File: config.mk
export PLATFORM = sky130hd
export DESIGN_NAME = bni_param
export DESIGN_NICKNAME = d
export VERILOG_FILES = /design/src/rtl/bni_pkg.sv /design/src/rtl/bni_param.sv
export SDC_FILE = /design/constraint.sdc
export NUM_CORES = 2
export LEC_CHECK = 0
export ABC_AREA = 1
export BUFFER_PORTS_ARGS = -buffer_cell sky130_fd_sc_hd__buf_4
export CAP_MARGIN = 40
export CORE_ASPECT_RATIO = 1.2
export CORE_MARGIN = 2
export CORE_UTILIZATION = 25
export DETAILED_ROUTE_END_ITERATION = 6
export HOLD_SLACK_MARGIN = 0.15
export SLEW_MARGIN = 20
export SYNTH_ARGS = -nofsm -noshare
export SYNTH_HDL_FRONTEND = slang
export SYNTH_SLANG_ARGS = --single-unit
File: constraint.sdc
create_clock -name clk -period 8 [get_ports clk]
set_input_delay 0.4 -clock clk [delete_from_list [all_inputs] [get_ports clk]]
set_output_delay 0.4 -clock clk [all_outputs]
set_load 0.01 [all_outputs]
File: src/rtl/bni_pkg.sv
// Shared constants, types and codes for the batch normalization block.
package bni_pkg;

	localparam int CHANNELS = 64;
	localparam int CH_W     = 6;
	localparam int ADDR_W   = (CHANNELS > 1) ? $clog2(CHANNELS) : 1;
	localparam int DATA_W   = 16;
	localparam int TAB_W    = 32;

	localparam int SQRT_STEPS = 19;
	localparam int NUM_W      = 37;
	localparam int QUOT_W     = 26;
	localparam int ROOT_W     = 19;

	localparam logic [DATA_W-1:0] EPS_RESET = 16'd1;

	typedef enum logic {
		CMD_LOAD    = 1'b0,
		CMD_PROCESS = 1'b1
	} cmd_t;

	typedef enum logic [2:0] {
		PS_IDLE,
		PS_SQRT,
		PS_PREP,
		PS_DIV,
		PS_SIGN,
		PS_MUL,
		PS_WRITE
	} pstate_t;

	typedef struct packed {
		logic              we;
		logic [ADDR_W-1:0] addr;
		logic [TAB_W-1:0]  scale;
		logic [TAB_W-1:0]  offset;
	} tab_wr_t;

endpackage

File: src/rtl/bni_param.sv
// Load path: iterative square root and division, then offset computation.
module bni_param (
	input  logic                       clk,
	input  logic                       arst_n,
	input  logic                       start,
	input  logic [bni_pkg::CH_W-1:0]   channel,
	input  logic signed [15:0]         mean,
	input  logic [15:0]                variance,
	input  logic signed [15:0]         beta,
	input  logic signed [15:0]         gamma,
	input  logic [15:0]                epsilon,
	output logic                       busy,
	output bni_pkg::tab_wr_t           wr
);

	bni_pkg::pstate_t state_q, state_d;

	logic [5:0]                        cnt_q;
	logic [bni_pkg::ADDR_W-1:0]        addr_q;
	logic                              ok_q;
	logic signed [15:0]                mean_q;
	logic signed [15:0]                beta_q;
	logic                              neg_q;
	logic [15:0]                       mag_q;
	logic [37:0]                       x_q;
	logic [21:0]                       rem_q;
	logic [bni_pkg::ROOT_W-1:0]        root_q;
	logic [bni_pkg::NUM_W-1:0]         num_q;
	logic [19:0]                       drem_q;
	logic [bni_pkg::QUOT_W-1:0]        quot_q;
	logic signed [26:0]                scale_q;
	logic signed [42:0]                prod_q;

	logic [16:0]  vsum;
	logic [21:0]  rem_n, trial;
	logic         rbit;
	logic [20:0]  drem_n;
	logic         dbit;
	logic signed [42:0] rnd;
	logic signed [31:0] beta16;

	assign vsum   = 17'(variance) + 17'(epsilon);
	assign rem_n  = {rem_q[19:0], x_q[37:36]};
	assign trial  = {1'b0, root_q, 2'b01};
	assign rbit   = (rem_n >= trial);
	assign drem_n = {drem_q, num_q[bni_pkg::NUM_W-1]};
	assign dbit   = (drem_n >= {2'b00, root_q});
	assign rnd    = (prod_q + 43'sd2048) >>> 12;
	assign beta16 = {{12{beta_q[15]}}, beta_q, 4'b0000};

	always_comb begin
		state_d = state_q;
		unique case (state_q)
			bni_pkg::PS_IDLE:  if (start) state_d = bni_pkg::PS_SQRT;
			bni_pkg::PS_SQRT:  if (cnt_q == 6'd0) state_d = bni_pkg::PS_PREP;
			bni_pkg::PS_PREP:  state_d = (root_q == '0) ? bni_pkg::PS_SIGN : bni_pkg::PS_DIV;
			bni_pkg::PS_DIV:   if (cnt_q == 6'd0) state_d = bni_pkg::PS_SIGN;
			bni_pkg::PS_SIGN:  state_d = bni_pkg::PS_MUL;
			bni_pkg::PS_MUL:   state_d = bni_pkg::PS_WRITE;
			bni_pkg::PS_WRITE: state_d = bni_pkg::PS_IDLE;
			default:           state_d = bni_pkg::PS_IDLE;
		endcase
	end

	always_comb begin
		busy      = (state_q != bni_pkg::PS_IDLE);
		wr.we     = (state_q == bni_pkg::PS_WRITE) && ok_q;
		wr.addr   = addr_q;
		wr.scale  = 32'(scale_q);
		wr.offset = beta16 - 32'(rnd);
	end

	always_ff @(posedge clk or negedge arst_n) begin
		if (!arst_n) begin
			state_q <= bni_pkg::PS_IDLE;
		end else begin
			state_q <= state_d;
		end
	end

	always_ff @(posedge clk) begin
		case (state_q)
			bni_pkg::PS_IDLE: begin
				if (start) begin
					addr_q <= bni_pkg::ADDR_W'(channel);
					ok_q   <= (13'(channel) < 13'(bni_pkg::CHANNELS));
					mean_q <= mean;
					beta_q <= beta;
					neg_q  <= gamma[15];
					mag_q  <= gamma[15] ? 16'(-gamma) : 16'(gamma);
					x_q    <= {1'b0, vsum, 20'd0};
					rem_q  <= '0;
					root_q <= '0;
					cnt_q  <= 6'(bni_pkg::SQRT_STEPS - 1);
				end
			end
			bni_pkg::PS_SQRT: begin
				x_q    <= {x_q[35:0], 2'b00};
				rem_q  <= rbit ? rem_n - trial : rem_n;
				root_q <= {root_q[bni_pkg::ROOT_W-2:0], rbit};
				cnt_q  <= cnt_q - 6'd1;
			end
			bni_pkg::PS_PREP: begin
				num_q  <= {1'b0, mag_q, 20'd0} + bni_pkg::NUM_W'(root_q >> 1);
				drem_q <= '0;
				quot_q <= '0;
				cnt_q  <= 6'(bni_pkg::NUM_W - 1);
			end
			bni_pkg::PS_DIV: begin
				num_q  <= {num_q[bni_pkg::NUM_W-2:0], 1'b0};
				drem_q <= dbit ? 20'(drem_n - {2'b00, root_q}) : drem_n[19:0];
				quot_q <= {quot_q[bni_pkg::QUOT_W-2:0], dbit};
				cnt_q  <= cnt_q - 6'd1;
			end
			bni_pkg::PS_SIGN: begin
				scale_q <= neg_q ? -$signed({1'b0, quot_q}) : $signed({1'b0, quot_q});
			end
			bni_pkg::PS_MUL: begin
				prod_q <= scale_q * mean_q;
			end
			default: begin
			end
		endcase
	end

endmodule

==> flow_metrics.tcl <==
set metrics [dict create \
    core_area_mm2 0.1315 \
    yosysTopAreaCellShare 0.2531 \
    path_depth 18 \
    clock-sinks 263 \
    outcome "completed" \
    syn-instance-count 4218 \
    synth_area_leader_cell "fa_1" \
    async_reset_ff_frac 0.01141 \
    avgSynthCellArea_um2 7.820 \
    synthTopCellsByArea "fa_1 (25%), edfxtp_1 (24%), nand2_1 (13%)" \
    final_cells 6116 \
    cts_tree "built" \
    grt_max_degree 58 \
    wl_per_cell_um 15.08 \
    vias 26797 \
    clk_latency_ns 0.62 \
    cpMaxStageDelayCell "fa_1" \
    yosysSeqAreaShare 0.2390 \
    postCtsSetupBuffers 0 \
    ant_nets 0 \
    finalSetupViolations 0 \
    hp-class "input pin to asynchronous set/reset pin" \
    initialDrtViolationCount 1664 \
    die_w_um 335.6 \
    fillers 14158 \
    globalplace.congestion 0.9128 \
    rows 146 \
    grt_pass1_vias 28476 \
    worstPathBufferInverterCount 3 \
    grt_usage 0.1379 \
    min_period_ns 6.639 \
    finalHoldViolCount 0 \
    syn_nets 4914 \
    endpoint "prod_q[37]" \
    slew-limit-headroom 0.3965 \
    yosys_warnings 0 \
    r2r-start "mean_q[2]" \
    portBuffers 160 \
    final_area_mm2 0.03798 \
    fmax_ghz 0.1506 \
    n_antenna_cell 0 \
    synthDistinctLibCells 44 \
    start_util 0.2508 \
    r2r_cells 18 \
    critPathLaunch "mean_q[2]" \
    max_cap_viol_count 0 \
    die-area_mm2 0.1349 \
    worst_pin_slew_ns 0.9052 \
    grt_first_pass_wirelength_mm 149.7 \
    yosysMostFrequentCell "nand2_1" \
    tns_ns 0 \
    critPathArrivalTime_ns 6.99 \
    die_h_um 401.9 \
    cts_buffers 38 \
    cts.reportedPaths.clkPinSlew_ns 0.08 \
    antenna_found_initial 3 \
    ioPinCount 161 \
    areaGrowthSynthToFinish_pct 15.15 \
    end_kind "flip-flop" \
    synthTopCellsByCount "nand2_1 (1147), inv_1 (965), fa_1 (417)" \
    synth-seq-cells 263 \
    grt-ovfl-total 0 \
    reg2reg_to "prod_q[37]" \
    drive_above_1_share 0.07091 \
    clock_path_buffers 3 \
    skew_ns 0.05874 \
    netlist_area_mm2 0.03299 \
    cp_top_family "adder cells" \
    cp_max_fo 18 \
    critical_path_class "flip-flop to flip-flop" \
    synthFlopType "edfxtp_1" \
    required_ns 8.35 \
    place_inst 5994 \
    dp_hpwl_mm 75.34 \
    critPathMaxStageDelay_ns 0.98 \
    wl_mm 92.24 \
    final_nets 5085 \
    firstDrtPassIters 6 \
    post-route-drc-count 0 \
    rsz0062_at_grt "no" \
    path_cells "nand2_1 > inv_1 > fa_1 > fa_1 > inv_1 > fa_1 > fa_1 > fa_1 > fa_1 > inv_1 > ha_1 > nand2_1 > nor2_1 > nand2_1 > nor2_1 > nand3_1 > nand4_1 > nand2_1" \
    htreeDepth 2 \
    worstSetupStartpointType "flip-flop" \
    cp_common_cell "fa_1" \
    fin_util 0.2888 \
    dpl_cell_area_mm2 0.03624 \
    r2r_slack_ns 1.36 \
    synth-edff-count 260 \
    cts-root-buf "clkbuf_16" \
    drv_slew 0 \
    fin_crit_sh 0.8299 \
    viasPerCell 4.381 \
]
==> state kept, by name (all words and copies together), names as in the netlist <==
name,count
num_q,37
prod_q,32
scale_q,27
quot_q,26
drem_q,20
rem_q,20
root_q,19
x_q,18
beta_q,16
mag_q,16
mean_q,16
addr_q,6
cnt_q,6
state_q,3
neg_q,1
==> area by class of cell <==
class | instances | area [um2] | area share
inverter | 971 | 3645 | 0.09596
tap | 1702 | 2130 | 0.05607
clock inverter | 21 | 151.4 | 0.003986
timing repair buffer | 259 | 2235 | 0.05883
clock buffer | 44 | 994.7 | 0.02619
multi-input combinational | 2856 | 20950 | 0.5514
sequential | 263 | 7883 | 0.2075
==> worst min-delay path by stage <==
stage	from	to	slack (ns)	cells past startpoint
6_report	arst_n	state_q[1]	0.18	2
5_1_grt	arst_n	state_q[1]	0.17	2
4_1_cts	arst_n	state_q[2]	0.15	2
3_5_place_dp	arst_n	state_q[2]	0.19	1
3_3_place_gp	arst_n	state_q[2]	0.19	1
2_1_floorplan	arst_n	state_q[0]	0.10	0
==> layout by cell type, fill, tap and decap left out, types with 4 or more instances in the layout <==
cell type	instances
nand2_1	1147
inv_1	965
fa_1	417
nor2_1	374
edfxtp_1	260
ha_1	190
buf_4	190
a21oi_1	141
nand3_1	131
o21ai_0	111
xor2_1	89
dlygate4sd3_1	50
nand4_1	41
nor3_1	40
clkbuf_16	39
xnor2_1	36
a21o_1	16
o21bai_1	16
nor4_1	16
or2_2	13
nand3b_1	12
buf_8	12
a31oi_1	11
nand2_2	7
o21a_1	7
o21ai_1	6
clkinv_2	6
clkinv_1	5
inv_2	5
nor2_4	5
clkbuf_1	5
nor3_2	4
o31ai_1	4
buf_6	4
==> worst reg2reg max path, cell delays in order (launching register included) <==
cell and delay [ns]:
edfxtp_1 0.86, nand2_1 0.12, inv_1 0.14, fa_1 0.57
fa_1 0.98, inv_1 0.13, fa_1 0.54, fa_1 0.44
fa_1 0.52, fa_1 0.54, inv_1 0.04, ha_1 0.40
nand2_1 0.15, nor2_1 0.22, nand2_1 0.14, nor2_1 0.19
nand3_1 0.18, nand4_1 0.14, nand2_1 0.06
==> timing repair <==
item,4_1_cts,5_1_grt
gates resized for setup,0,0
hold buffers,50,0
hold endpoints to repair,51,0
==> stage by stage <==
stage	setup WS, ns	hold WS [ns]
6_report	1.361	0.1803
5_1_grt	0.9869	0.1655
4_1_cts	1.278	0.1525
3_5_place_dp	1.298	0.1912
3_3_place_gp	1.245	0.1907
2_1_floorplan	1.969	0.1044
==> cells by family (layout without fill, tap and decap cells) <==
family | count (synthesis) | in the layout | share of synthesized area
buf+inv | 1099 | 1295 | 0.1272
simple gates | 1799 | 1799 | 0.2211
fa+ha+maj | 607 | 607 | 0.3251
xor+xnor | 125 | 125 | 0.03319
flops | 263 | 263 | 0.2390
compound gates | 325 | 325 | 0.05447
==> layer usage <==
layer | part of all wire | up-vias | GRT usage
met5 | 0.00041 | - | 0
met1 | 0.42 | 12854 | 0.1673
met2 | 0.48 | 703 | 0.2435
met3 | 0.063 | 139 | 0.03074
li1 | - | 13095 | -
met4 | 0.028 | 6 | 0.03761
Power is left out: the tool's default activity adds up to more than one toggle a clock period on the data nets, which glitch-free logic cannot reach.
